<file path="src/rtl/core/tep_pkg.sv">
// ----------------------------------------------------------------------------
// tep_pkg: shared definitions for the terminal escape parser
// Command codes, character codes, parameter and queue sizes, and the
// record that the parser front end hands to the command back end.
// ----------------------------------------------------------------------------
package tep_pkg;

	localparam int MAX_PARAMS = 4;
	localparam int PIDX_W     = $clog2(MAX_PARAMS);
	localparam int QDEPTH     = 2;
	localparam int QPTR_W     = (QDEPTH > 1) ? $clog2(QDEPTH) : 1;
	localparam int QCNT_W     = $clog2(QDEPTH + 1);

	localparam logic [15:0] PARAM_SAT = 16'hFFFF;

	// Character codes the parser reacts to.
	localparam logic [7:0] CH_ESC    = 8'h1B;
	localparam logic [7:0] CH_LF     = 8'h0A;
	localparam logic [7:0] CH_CR     = 8'h0D;
	localparam logic [7:0] CH_BS     = 8'h08;
	localparam logic [7:0] CH_HT     = 8'h09;
	localparam logic [7:0] CH_SPACE  = 8'h20;
	localparam logic [7:0] CH_DEL    = 8'h7F;
	localparam logic [7:0] CH_ZERO   = 8'h30;
	localparam logic [7:0] CH_NINE   = 8'h39;
	localparam logic [7:0] CH_SEMI   = 8'h3B;
	localparam logic [7:0] CH_QUEST  = 8'h3F;
	localparam logic [7:0] CH_LBRACK = 8'h5B;
	localparam logic [7:0] CH_LPAREN = 8'h28;
	localparam logic [7:0] CH_RPAREN = 8'h29;
	localparam logic [7:0] CH_HASH   = 8'h23;
	localparam logic [7:0] CH_SEVEN  = 8'h37;
	localparam logic [7:0] CH_EIGHT  = 8'h38;
	localparam logic [7:0] CH_LC_C   = 8'h63;
	localparam logic [7:0] CH_LC_H   = 8'h68;
	localparam logic [7:0] CH_LC_L   = 8'h6C;
	localparam logic [7:0] CH_LC_F   = 8'h66;
	localparam logic [7:0] CH_UC_A   = 8'h41;
	localparam logic [7:0] CH_UC_B   = 8'h42;
	localparam logic [7:0] CH_UC_C   = 8'h43;
	localparam logic [7:0] CH_UC_D   = 8'h44;
	localparam logic [7:0] CH_UC_E   = 8'h45;
	localparam logic [7:0] CH_UC_H   = 8'h48;
	localparam logic [7:0] CH_UC_J   = 8'h4A;
	localparam logic [7:0] CH_UC_K   = 8'h4B;

	localparam logic [15:0] MODE_CURSOR_A = 16'd25;
	localparam logic [15:0] MODE_CURSOR_B = 16'd50;

	typedef enum logic [4:0] {
		CMD_PRINT       = 5'd0,
		CMD_LF          = 5'd1,
		CMD_CR          = 5'd2,
		CMD_BS          = 5'd3,
		CMD_TAB         = 5'd4,
		CMD_RESET       = 5'd5,
		CMD_NEXT_LINE   = 5'd6,
		CMD_SAVE        = 5'd7,
		CMD_RESTORE     = 5'd8,
		CMD_CURSOR_ON   = 5'd9,
		CMD_CURSOR_OFF  = 5'd10,
		CMD_UP          = 5'd11,
		CMD_DOWN        = 5'd12,
		CMD_RIGHT       = 5'd13,
		CMD_LEFT        = 5'd14,
		CMD_GOTO        = 5'd15,
		CMD_ES_BELOW    = 5'd16,
		CMD_ES_ABOVE    = 5'd17,
		CMD_ES_ALL      = 5'd18,
		CMD_EL_RIGHT    = 5'd19,
		CMD_EL_LEFT     = 5'd20,
		CMD_EL_ALL      = 5'd21
	} cmd_t;

	typedef enum logic [4:0] {
		ST_IDLE     = 5'b00001,
		ST_ESCAPE   = 5'b00010,
		ST_BRACKET  = 5'b00100,
		ST_QUESTION = 5'b01000,
		ST_SKIP     = 5'b10000
	} pstate_t;

	// One decoded action: the command and its raw operands.
	typedef struct packed {
		cmd_t        cmd;
		logic [15:0] a0;
		logic [15:0] a1;
	} rec_t;

endpackage

</file>
<file path="src/rtl/core/tep_if.sv">
// ----------------------------------------------------------------------------
// tep_if: valid/ready channels of the terminal escape parser
// One interface for received bytes and one for display commands.
// ----------------------------------------------------------------------------
interface tep_byte_if;
	logic       valid;
	logic       ready;
	logic [7:0] rx_byte;

	modport source (output valid, output rx_byte, input ready);
	modport sink   (input valid, input rx_byte, output ready);
endinterface

interface tep_cmd_if;
	logic        valid;
	logic        ready;
	logic [4:0]  command;
	logic [15:0] arg_first;
	logic [15:0] arg_second;

	modport source (output valid, output command, output arg_first, output arg_second,
		input ready);
	modport sink   (input valid, input command, input arg_first, input arg_second,
		output ready);
endinterface

</file>
<file path="src/rtl/core/tep_front.sv">
// ----------------------------------------------------------------------------
// tep_front: escape sequence parser front end
// Accepts one byte per beat, tracks the parse state and the decimal
// parameters, and pushes one record for every recognized action.
// ----------------------------------------------------------------------------
module tep_front (
	input  logic          clk,
	input  logic          arst_n,
	tep_byte_if.sink      rx,
	output logic          push,
	output tep_pkg::rec_t push_rec,
	input  logic          push_ready
);
	import tep_pkg::*;

	pstate_t           state_q, state_d;
	logic [15:0]       params_q [MAX_PARAMS];
	logic [15:0]       params_d [MAX_PARAMS];
	logic [PIDX_W-1:0] idx_q, idx_d;
	logic              fire;
	logic              emit;
	logic [7:0]        c;
	logic [15:0]       p0, p1, pcur;
	logic [19:0]       acc;

	// Space is reserved up front, so a beat is taken only when a push could land.
	assign rx.ready = push_ready;
	assign fire     = rx.valid && rx.ready;
	assign push     = fire && emit;
	assign c        = rx.rx_byte;
	assign p0       = params_q[0];
	assign p1       = params_q[1];
	assign pcur     = params_q[idx_q];
	// Times ten as shift and add, plus the new digit.
	assign acc      = {1'b0, pcur, 3'b000} + {3'b000, pcur, 1'b0} + {16'h0000, c[3:0]};

	always_comb begin
		state_d  = state_q;
		idx_d    = idx_q;
		params_d = params_q;
		emit     = 1'b0;
		push_rec = '{cmd: CMD_PRINT, a0: 16'h0000, a1: 16'h0000};
		case (state_q)
			ST_IDLE: begin
				case (c)
					CH_ESC: state_d = ST_ESCAPE;
					CH_LF: begin emit = 1'b1; push_rec.cmd = CMD_LF; end
					CH_CR: begin emit = 1'b1; push_rec.cmd = CMD_CR; end
					CH_BS: begin emit = 1'b1; push_rec.cmd = CMD_BS; end
					CH_HT: begin emit = 1'b1; push_rec.cmd = CMD_TAB; end
					default: begin
						if (c inside {[CH_SPACE:CH_DEL]}) begin
							emit        = 1'b1;
							push_rec.a0 = {8'h00, c};
						end
					end
				endcase
			end
			ST_ESCAPE: begin
				state_d = ST_IDLE;
				case (c)
					CH_LC_C: begin
						idx_d        = '0;
						emit         = 1'b1;
						push_rec.cmd = CMD_RESET;
					end
					CH_UC_E:  begin emit = 1'b1; push_rec.cmd = CMD_NEXT_LINE; end
					CH_SEVEN: begin emit = 1'b1; push_rec.cmd = CMD_SAVE; end
					CH_EIGHT: begin emit = 1'b1; push_rec.cmd = CMD_RESTORE; end
					CH_LBRACK: begin
						state_d = ST_BRACKET;
						idx_d   = '0;
						for (int i = 0; i < MAX_PARAMS; i++) params_d[i] = 16'h0000;
					end
					CH_LPAREN, CH_RPAREN, CH_HASH: state_d = ST_SKIP;
					default: ;
				endcase
			end
			ST_BRACKET, ST_QUESTION: begin
				if (c inside {[CH_ZERO:CH_NINE]}) begin
					params_d[idx_q] = (acc > 20'(PARAM_SAT)) ? PARAM_SAT : acc[15:0];
				end else if (c == CH_SEMI) begin
					// The index sticks at the last slot.
					if (idx_q < PIDX_W'(MAX_PARAMS - 1)) idx_d = PIDX_W'(idx_q + 1'b1);
				end else if (c == CH_QUEST) begin
					state_d = ST_QUESTION;
				end else begin
					state_d     = ST_IDLE;
					push_rec.a0 = p0;
					push_rec.a1 = p1;
					case (c)
						CH_LC_H, CH_LC_L: begin
							if (p0 == MODE_CURSOR_A || p0 == MODE_CURSOR_B) begin
								emit         = 1'b1;
								push_rec.cmd = (c == CH_LC_H) ? CMD_CURSOR_ON : CMD_CURSOR_OFF;
							end
						end
						CH_UC_A: begin emit = 1'b1; push_rec.cmd = CMD_UP; end
						CH_UC_B: begin emit = 1'b1; push_rec.cmd = CMD_DOWN; end
						CH_UC_C: begin emit = 1'b1; push_rec.cmd = CMD_RIGHT; end
						CH_UC_D: begin emit = 1'b1; push_rec.cmd = CMD_LEFT; end
						CH_UC_H, CH_LC_F: begin emit = 1'b1; push_rec.cmd = CMD_GOTO; end
						CH_UC_J: begin
							emit = (p0[15:2] == 14'd0) && (p0[1:0] != 2'd3);
							case (p0[1:0])
								2'd0:    push_rec.cmd = CMD_ES_BELOW;
								2'd1:    push_rec.cmd = CMD_ES_ABOVE;
								default: push_rec.cmd = CMD_ES_ALL;
							endcase
						end
						CH_UC_K: begin
							emit = (p0[15:2] == 14'd0) && (p0[1:0] != 2'd3);
							case (p0[1:0])
								2'd0:    push_rec.cmd = CMD_EL_RIGHT;
								2'd1:    push_rec.cmd = CMD_EL_LEFT;
								default: push_rec.cmd = CMD_EL_ALL;
							endcase
						end
						default: ;
					endcase
				end
			end
			ST_SKIP: state_d = ST_IDLE;
			default: state_d = ST_IDLE;
		endcase
	end

	always_ff @(posedge clk or negedge arst_n) begin
		if (!arst_n) begin
			state_q <= ST_IDLE;
			idx_q   <= '0;
			for (int i = 0; i < MAX_PARAMS; i++) params_q[i] <= 16'h0000;
		end else if (fire) begin
			state_q  <= state_d;
			idx_q    <= idx_d;
			params_q <= params_d;
		end
	end

endmodule

</file>
<file path="src/rtl/core/tep_queue.sv">
// ----------------------------------------------------------------------------
// tep_queue: action queue between parser and command stage
// A small FIFO of decoded records so that either side can stall alone.
// ----------------------------------------------------------------------------
module tep_queue (
	input  logic          clk,
	input  logic          arst_n,
	input  logic          push,
	input  tep_pkg::rec_t push_rec,
	output logic          push_ready,
	input  logic          pop,
	output tep_pkg::rec_t pop_rec,
	output logic          pop_valid
);
	import tep_pkg::*;

	rec_t              entry_q [QDEPTH];
	logic [QPTR_W-1:0] wptr_q, rptr_q;
	logic [QCNT_W-1:0] count_q;
	logic              do_push, do_pop;

	assign push_ready = (count_q != QCNT_W'(QDEPTH));
	assign pop_valid  = (count_q != '0);
	assign pop_rec    = entry_q[rptr_q];
	assign do_push    = push && push_ready;
	assign do_pop     = pop && pop_valid;

	always_ff @(posedge clk) begin
		if (do_push) entry_q[wptr_q] <= push_rec;
	end

	always_ff @(posedge clk or negedge arst_n) begin
		if (!arst_n) begin
			wptr_q  <= '0;
			rptr_q  <= '0;
			count_q <= '0;
		end else begin
			if (do_push) begin
				wptr_q <= (wptr_q == QPTR_W'(QDEPTH - 1)) ? '0 : QPTR_W'(wptr_q + 1'b1);
			end
			if (do_pop) begin
				rptr_q <= (rptr_q == QPTR_W'(QDEPTH - 1)) ? '0 : QPTR_W'(rptr_q + 1'b1);
			end
			if (do_push && !do_pop) count_q <= QCNT_W'(count_q + 1'b1);
			else if (do_pop && !do_push) count_q <= QCNT_W'(count_q - 1'b1);
		end
	end

endmodule

</file>
<file path="src/rtl/core/tep_back.sv">
// ----------------------------------------------------------------------------
// tep_back: display command stage
// Pops decoded records, forms the final arguments (default counts and
// zero-based goto coordinates) and holds the result in an output register.
// ----------------------------------------------------------------------------
module tep_back (
	input  logic          clk,
	input  logic          arst_n,
	input  logic          pop_valid,
	input  tep_pkg::rec_t pop_rec,
	output logic          pop,
	tep_cmd_if.source     tx
);
	import tep_pkg::*;

	logic        valid_q;
	logic [4:0]  command_q;
	logic [15:0] arg_first_q, arg_second_q;
	logic [15:0] arg_first_d, arg_second_d;
	logic [15:0] a0_one, a1_one;

	// A zero parameter counts as one.
	assign a0_one = (pop_rec.a0 == 16'h0000) ? 16'h0001 : pop_rec.a0;
	assign a1_one = (pop_rec.a1 == 16'h0000) ? 16'h0001 : pop_rec.a1;
	assign pop    = pop_valid && (!valid_q || tx.ready);

	always_comb begin
		arg_first_d  = 16'h0000;
		arg_second_d = 16'h0000;
		case (pop_rec.cmd)
			CMD_PRINT: arg_first_d = pop_rec.a0;
			CMD_UP, CMD_DOWN, CMD_RIGHT, CMD_LEFT: arg_first_d = a0_one;
			CMD_GOTO: begin
				arg_first_d  = a0_one - 16'h0001;
				arg_second_d = a1_one - 16'h0001;
			end
			default: ;
		endcase
	end

	always_ff @(posedge clk or negedge arst_n) begin
		if (!arst_n) begin
			valid_q <= 1'b0;
		end else if (!valid_q || tx.ready) begin
			valid_q <= pop_valid;
		end
	end

	always_ff @(posedge clk) begin
		if (pop) begin
			command_q    <= pop_rec.cmd;
			arg_first_q  <= arg_first_d;
			arg_second_q <= arg_second_d;
		end
	end

	assign tx.valid      = valid_q;
	assign tx.command    = command_q;
	assign tx.arg_first  = arg_first_q;
	assign tx.arg_second = arg_second_q;

endmodule

</file>
<file path="src/rtl/core/terminal_escape_parser_core.sv">
// ----------------------------------------------------------------------------
// terminal_escape_parser_core: VT100-subset escape sequence parser
// Turns a received byte stream into display commands with arguments.
// ----------------------------------------------------------------------------
// One byte is accepted per clock cycle on rx while the action queue has room;
// every byte that completes a recognized action yields one beat on tx
// (command, arg_first, arg_second), and bytes with no effect yield none. A
// result passes through two registers: an entry of the two-entry action queue,
// written by the parser front end, and the command stage output register.
// When tx stalls, the queue absorbs up to two actions before rx ready drops.
// ----------------------------------------------------------------------------
module terminal_escape_parser_core (
	input  logic      clk,
	input  logic      arst_n,
	tep_byte_if.sink  rx,
	tep_cmd_if.source tx
);
	import tep_pkg::*;

	logic push, push_ready, pop, pop_valid;
	rec_t push_rec, pop_rec;

	tep_front u_front (
		.clk        (clk),
		.arst_n     (arst_n),
		.rx         (rx),
		.push       (push),
		.push_rec   (push_rec),
		.push_ready (push_ready)
	);

	tep_queue u_queue (
		.clk        (clk),
		.arst_n     (arst_n),
		.push       (push),
		.push_rec   (push_rec),
		.push_ready (push_ready),
		.pop        (pop),
		.pop_rec    (pop_rec),
		.pop_valid  (pop_valid)
	);

	tep_back u_back (
		.clk       (clk),
		.arst_n    (arst_n),
		.pop_valid (pop_valid),
		.pop_rec   (pop_rec),
		.pop       (pop),
		.tx        (tx)
	);

endmodule
</file>
<file path="src/flat_wrapper.sv">
// flat-port wrapper written by rule: the top's interface ports become plain ports
module terminal_escape_parser_core_flat import tep_pkg::*;
  (clk, arst_n, rx_valid, rx_rx_byte, rx_ready, tx_valid, tx_command, tx_arg_first, tx_arg_second, tx_ready);
  tep_byte_if rx_i ();
  tep_cmd_if tx_i ();
  input  logic clk;
  input  logic arst_n;
  input wire logic [$bits(rx_i.valid)-1:0] rx_valid;
  input wire logic [$bits(rx_i.rx_byte)-1:0] rx_rx_byte;
  output wire logic [$bits(rx_i.ready)-1:0] rx_ready;
  output wire logic [$bits(tx_i.valid)-1:0] tx_valid;
  output wire logic [$bits(tx_i.command)-1:0] tx_command;
  output wire logic [$bits(tx_i.arg_first)-1:0] tx_arg_first;
  output wire logic [$bits(tx_i.arg_second)-1:0] tx_arg_second;
  input wire logic [$bits(tx_i.ready)-1:0] tx_ready;
  assign rx_i.valid = rx_valid;
  assign rx_i.rx_byte = rx_rx_byte;
  assign rx_ready = rx_i.ready;
  assign tx_valid = tx_i.valid;
  assign tx_command = tx_i.command;
  assign tx_arg_first = tx_i.arg_first;
  assign tx_arg_second = tx_i.arg_second;
  assign tx_i.ready = tx_ready;
  terminal_escape_parser_core u_core (.clk(clk), .arst_n(arst_n), .rx(rx_i), .tx(tx_i));
endmodule
</file>
<file path="config.mk">
export PLATFORM = sky130hd
export DESIGN_NAME = terminal_escape_parser_core_flat
export DESIGN_NICKNAME = d
export VERILOG_FILES = /design/src/rtl/core/tep_pkg.sv /design/src/rtl/core/tep_if.sv /design/src/rtl/core/tep_front.sv /design/src/rtl/core/tep_queue.sv /design/src/rtl/core/tep_back.sv /design/src/rtl/core/terminal_escape_parser_core.sv /design/src/flat_wrapper.sv
export SDC_FILE = /design/constraint.sdc
export NUM_CORES = 1
export LEC_CHECK = 0
export ABC_CLOCK_PERIOD_IN_PS = 4100
export BUFFER_PORTS_ARGS = -buffer_cell sky130_fd_sc_hd__buf_2
export CELL_PAD_IN_SITES_DETAIL_PLACEMENT = 0
export CELL_PAD_IN_SITES_GLOBAL_PLACEMENT = 1
export CORE_ASPECT_RATIO = 0.75
export CORE_MARGIN = 2
export CORE_UTILIZATION = 46
export DETAILED_ROUTE_END_ITERATION = 8
export PLACE_DENSITY_LB_ADDON = 0.2
export SLEW_MARGIN = 20
export SYNTH_ARGS = -nofsm -noshare
export SYNTH_HDL_FRONTEND = slang
export SYNTH_SLANG_ARGS = --single-unit
</file>
<file path="constraint.sdc">
create_clock -name clk -period 4.1 [get_ports clk]
set_clock_uncertainty 0.05 [all_clocks]
set_input_delay 0.41 -clock clk [delete_from_list [all_inputs] [get_ports clk]]
set_output_delay 0.41 -clock clk [all_outputs]
set_load 0.03 [all_outputs]
</file>
# ---- Yosys cells after proc, flatten, opt, wreduce, memory -nomap -nowiden
# Memories as Yosys holds them, arrays and structs flattened.
# Cells that the tools add are included.
dict set report totals {
  memories 1
  wordCells 171
  in_bits 12
  regBits 113
  ramBits 74
  out_inout_bits 39
}
dict set report classes {
  muxes 54
  n_reduce_logical 38
  order_cmp 8
  add_sub_neg 9
  n_eq_ne 47
  n_bitwise 1
}
# memory words width read_ports rd_clocked_by_memory_dff write_ports line_no
set memory_table {}
lappend memory_table {u_core.u_queue.entry_q 2 37 1 0 1 tep_queue.sv:17} ;# rec_t entry_q [QDEPTH];
# cell count
set ops {}
lappend ops {{$mux W64} 2}
lappend ops {{$pmux W64 S2} 1}
lappend ops {{$mux W16} 7}
lappend ops {{$mux W37} 3}
lappend ops {{$eq A8 B7 Y1 const B} 13}
lappend ops {{$bwmux W64} 1}
lappend ops {{$eq A8 B6 Y1 const B} 7}
lappend ops {{$pmux W16 S3} 1}
lappend ops {{$pmux W5 S8} 1}
lappend ops {{$bmux W16 S2} 1}
lappend ops {{$demux W16 S2} 1}
lappend ops {{$eq A8 B4 Y1 const B} 4}
lappend ops {{$logic_not A16 Y1} 2}
lappend ops {{$pmux W16 S2} 1}
lappend ops {{$sub A16 B1 Y16 const B} 2}
lappend ops {{$eq A5 B4 Y1 const B} 6}
lappend ops {{$pmux W5 S3} 2}
lappend ops {{$add A19 B17 Y20} 1}
lappend ops {{$add A20 B4 Y20} 1}
lappend ops {{$gt A20 B16 Y1 const B} 1}
lappend ops {{$eq A16 B5 Y1 const B} 1}
lappend ops {{$eq A16 B6 Y1 const B} 1}
lappend ops {{$ge A8 B6 Y1 const B} 2}
lappend ops {{$mux W8} 2}
lappend ops {{other kinds (41)} 93}

# ---- Logic depth before layout (Yosys ltp)
dict set report depth {
  word_depth 14
  depth_mapped 16
  ltp_nobuf 12
}

# ---- Hierarchy
# A second synthesis with hierarchy kept.
dict set report unflattened {
  hier_cells 958
  area_unflattened_um2 10651.5
}
# module seq_area_each_um2 area_each_um2 cells_per_inst instances
set by_module_without_submodules {}
lappend by_module_without_submodules {tep_front 1778.0 5551.6 632 1}
lappend by_module_without_submodules {tep_queue 2322.2 2946.6 133 1}
lappend by_module_without_submodules {tep_back 1136.1 2153.3 193 1}

# ---- Worst setup path before layout
# Ideal clock, no wire load.
dict set report synth_path {
  kind {reg2reg}
  startpoint {register u_core.u_front.idx_q[0]}
  endpoint {register u_core.u_front.params_q (netlist bit u_core.u_front.p1[0])}
  setup_slack_ns -0.101
  required_ns 3.929
  setup_ns 0.121
  path_buffers 2
  synth_period_minus_slack_ns 4.201
  t_arrival_ns 4.030
  stages_incl_launch_ff 13
  path_cell_list {dfrtp_1 buf_6 mux4_1 fa_1 fa_1 a211o_1 a211o_1 a211oi_2 mux2i_1 and4_4 buf_12 nand3b_4 a22o_1}
}
dict set report synth_via {
  elab_chain_cells 11
  elab_cells_between_ends 16
  classes_between {add/sub: 2; order compare: 3; mux: 9; bitwise: 1; reduce/logical: 1}
}
# item line_no
set synth_rtl {}
lappend synth_rtl {{start, declared} tep_front.sv:19} ;# logic [PIDX_W-1:0] idx_q, idx_d;
lappend synth_rtl {{start signal, assigned} tep_front.sv:135} ;# idx_q <= idx_d;
lappend synth_rtl {{$not A2 Y3 (*)} {tep_front.sv:33, tep_front.sv:81}}
lappend synth_rtl {{$bmux W16 S2} tep_front.sv:33} ;# assign pcur = params_q[idx_q];
lappend synth_rtl {{$mux W16 (implied by the code) (2 in a row)} tep_front.sv:33}
lappend synth_rtl {{$add A19 B17 Y20} tep_front.sv:35} ;# assign acc = {1'b0, pcur, 3'b000} + {3'b000, pcur, 1'b0} + {16'h0000, c[3:0]};
lappend synth_rtl {{$add A20 B4 Y20} tep_front.sv:35}
lappend synth_rtl {{$gt A20 B16 Y1} tep_front.sv:81} ;# params_d[idx_q] = (acc > 20'(PARAM_SAT)) ? PARAM_SAT : acc[15:0];
lappend synth_rtl {{$mux W16} tep_front.sv:81}
lappend synth_rtl {{$bwmux W64 (*)} tep_front.sv:81}
lappend synth_rtl {{$mux W64 (*)} tep_front.sv:80} ;# if (c inside {[CH_ZERO:CH_NINE]}) begin
lappend synth_rtl {{$pmux W64 S2 (*)} tep_front.sv:43} ;# case (state_q)
lappend synth_rtl {{end signal, assigned} tep_front.sv:136} ;# params_q <= params_d;
lappend synth_rtl {{end, declared} tep_front.sv:17} ;# logic [15:0] params_q [MAX_PARAMS];
# Every way passes the cells marked *; elsewhere a longest branch is shown, timed or not. The select of a mux whose other input is x is not followed.
# A chain may end at the register's enable or synchronous reset.

# ---- Final worst setup path
dict set report layout_path {
  startpoint {register u_core.u_front.idx_q[0]}
  endpoint {register u_core.u_front.params_q (netlist bit u_core.u_front.p1[9])}
}
# The elaborated chain is that of the path after synthesis.

==> impl_results.md <==
- Hpwl dp: 18090 um
- Nets: 1049
- Starting DRT DRC Count: 672
- Slew Viols, Final: 0
- Relative slew margins: 0.5244
- Clk slew on worst S/H paths: 80 ps
- Worst path slowest cell: mux4_2
- Pre-CTS setup slack: -55.40 ps
- Root Buffer: clkbuf_16
- Ys flop type: edfxtp_1
- CORE AREA: approximately 0.022 mm2
- Layout area overhead: 16.10%
- Wire per inst: 18.73 um
- GRT overflow: 0
- Hold Path End: u_core.u_back.tx.valid
- Clock buffer count from CTS: 17
- Vias: about 7500
- PD cells: 470.3 mW/mm2
- Ys async rst share: 0.4064
- Layout cell share with drive strength beyond 1: 0.2267
- Residual DRC count: 0
- Fin Hold WS: 177.7 ps
- Crit path DAT: roughly 4300 ps
- Number of primary I/O pins: 51
- GR Util All Layers: 0.2118
- Clk buf depth: 2
- Final worst slack: about 57 ps
- Critical path origin: u_core.u_front.idx_q[0]
- Critical Path RT: 4370 ps
- Fillers: 1925
- Post-route clock period utilization: 0.9862
- DR WL met2: 9894 um
- Netlist cell types: 83
- CP Launch Type: register
- Cells after Synth: 895
- Via density: 5.773
- # diodes: 0
- Worst path most repeated cell: a211o_1
- Met3 Routed Length: 1613 um
- Die width: approximately 180 um
- Vias in the first global route: 6998
- Die Span Y: 134.6 um
- Worst VDD drop: 0.0002589 V
- RSZ-0062 raised after global routing: true
- Critical-path cell list: mux4_2 > fa_1 > fa_2 > a211o_1 > a211o_1 > a211oi_4 > mux2i_1 > nand4_1 > a221o_2 > a22o_1
- Reg-to-Reg End: u_core.u_front.p1[9]
- Post-layout min period: roughly 4000 ps
- Initial core utilization: 0.4717
- Reg2reg start: u_core.u_front.idx_q[0]
- Number of synthesized flops with an enable pin: 111
- Largest net degree at the start of global routing: 77
- Hold_sp: tx_ready
- PortBufs: 50
- Measured slew at the worst slew-check pin: 711.1 ps
- Crit. End Element: register
- Setup Viol. Count Final: 0
- Post-synthesis cell area: 0.01046 mm2
- Worst Reg-to-Reg Cells: 10
- Clock sink count: around 190
- Max Cap Violations: 0
- Avg Cell Area, Syn: 11.68 um2
- Syn Nets: about 950
- Clk_lat worst skew: 440 ps
- Worst R2R Setup Slack: 60 ps
- First-pass DRT Iterations: 5
- Max Used Layer: met4
- Layout Utilization: 0.5477
- Worst path max stage delay: 580 ps
- Routed WL: ~24000 um
- HP Class: input pin to register
- ANT nets after route: 0
- Leak: 5.171 nW
- CTS tree: yes
- Achievable Freq: 0.2473 GHz
- Synth Register Bits: 187
- Die area: ~0.024 mm2
- Fin. Hold Viols: 0
- Initial antenna violation count: 0
- Status: finished, final reports clean
- M1 WL: between 10000 and 15000 um
- RePlAce Congestion: ~0.87
- Seq/Total Area, Yosys: 0.5007
- Setup Crit Path Kind: register to register
- Hold Path Depth: 3
- First-pass GRT wire length: 39340 um
- H-tree depth: 4
- Crit Path Max Fanout: 5
- Site Rows: 47
- Yosys warnings: 0
worst max-delay path, delay by kind of cell, from the launching register on:
kind / cells / cell delay [ps]
multiplexers: 2 / 850
AO/OA/AOI/OAI: 5 / 1530
adder cells (fa/ha/maj): 2 / 880
flip-flops: 1 / 460
AND/OR/NAND/NOR: 1 / 160
cell usage after synthesis (4+ instances only):
master,n,area [um2]
buf_4,5,37.54
o2111ai_1,4,35.03
a21o_1,9,67.56
mux2_2,5,56.30
inv_1,17,63.81
a22o_1,53,464.2
nand3_1,23,115.1
nor2_1,59,221.5
buf_2,7,35.03
o21ai_0,50,250.2
clkbuf_1,25,93.84
nor3b_1,14,105.1
and3_1,10,62.56
a21oi_1,35,175.2
a211o_1,4,35.03
nand3_4,6,105.1
nor2b_1,11,68.82
o21ai_1,5,25.02
mux2i_1,39,390.4
ha_1,38,475.5
nor3_1,33,165.2
o21bai_1,4,30.03
xor2_1,24,210.2
nor4_1,5,31.28
mux4_2,13,292.8
nand2_1,47,176.4
or2_2,4,25.02
o211ai_1,4,30.03
xnor2_1,12,105.1
edfxtp_1,111,3333
nand2b_1,6,37.54
or3_1,5,31.28
o22ai_1,7,43.79
o21a_1,7,52.55
nand4_1,12,75.07
dfrtp_1,75,1877
and2_1,34,212.7
nand3b_4,4,80.08
cells in the final DEF, fill, tap and decap left out, drive strengths merged, types with 7 or more instances in the layout:
| cell | count |
|---|---|
| a21oi | 35 |
| xor2 | 24 |
| clkinv | 8 |
| nand2 | 48 |
| o22ai | 7 |
| mux4 | 16 |
| xnor2 | 12 |
| dfrtp | 75 |
| inv | 23 |
| nor3b | 16 |
| edfxtp | 111 |
| ha | 38 |
| nor2 | 59 |
| and2 | 34 |
| o21a | 7 |
| and3 | 10 |
| clkbuf | 17 |
| nor2b | 11 |
| buf | 125 |
| a21o | 9 |
| a22o | 53 |
| nand4 | 12 |
| nand3 | 29 |
| mux2i | 39 |
| o21ai | 55 |
| nor3 | 34 |
state kept, by name (all words and copies together), names as in the netlist, 2 cells and up:
signal / count
u_core.u_queue.entry_q: 74
u_core.u_front.params_q: 32
u_core.u_back.tx.arg_first: 16
u_core.u_back.tx.arg_second: 16
u_core.u_front.p0: 16
u_core.u_front.p1: 16
u_core.u_back.tx.command: 5
u_core.u_front.state_q: 5
u_core.u_front.idx_q: 2
u_core.u_queue.count_q: 2
cell type report:
type	instances	area (um2)	share of cell area
Clock buffer	17	425.4	0.03504
Sequential cell	187	5239	0.4315
Multi-Input combinational cell	648	4991	0.4111
Clock inverter	15	158.9	0.01309
Timing Repair Buffer	126	895.9	0.07378
Tap cell	294	367.9	0.03030
Inverter	17	63.81	0.005256
power by group:
part / total, mW / switching (mW) / internal (mW)
logic: 1.67 / 1.08 / 0.590
clock network: 1.60 / 0.789 / 0.813
registers: 2.44 / 0.131 / 2.31
metal layers:
layer,up-vias,track usage
met3,23,0.04054
met5,-,0
li1,3630,-
met2,236,0.2834
met4,0,0.05055
met1,3639,0.3474
repair_timing:
| item | 4_1_cts | 5_1_grt |
|---|---|---|
| gates resized for setup | 1 | 29 |
| setup endpoints to repair | 61 | 64 |
| hold endpoints to repair | 0 | 33 |
| hold buffers | 0 | 1 |
| pin swaps | 0 | 26 |
| setup buffers | 1 | 2 |
how the worst max path moves through the flow:
stage	to	slack, ps	depth (start not counted)
after floorplan	u_core.u_front.p1[0]	20	13
after global placement	u_core.u_front.p0[15]	-40	12
after detailed placement	u_core.u_front.p1[15]	-60	12
after CTS	u_core.u_front.p1[15]	2	12
after global routing	u_core.u_front.params_q[7]	-90	11
final	u_core.u_front.p1[9]	60	10
logic make-up (layout without fill, tap and decap cells):
group           count (synthesis)  count (layout)  synth area share
simple gates                  295             295            0.1649
compound gates                217             217            0.1488
flops                         187             187            0.5007
mux                            60              60           0.07825
buf+inv                        60             175           0.02788
fa+ha+maj                      40              40           0.04929
xor+xnor                       36              36           0.03015
stage by stage:
step / instance area, um2 / total power [mW] / cells / setup TNS, ps
6_report: 12140 / 5.710 / 1304 / 0
3_3_place_gp: 11440 / 4.134 / 1267 / -92.63
4_1_cts: 12040 / 5.754 / 1300 / 0
5_1_grt: 12140 / 6.021 / 1304 / -2736
3_5_place_dp: 11440 / 4.153 / 1267 / -1736
2_1_floorplan: 10460 / 3.740 / 895 / 0
(Power assumes the default switching activity.)
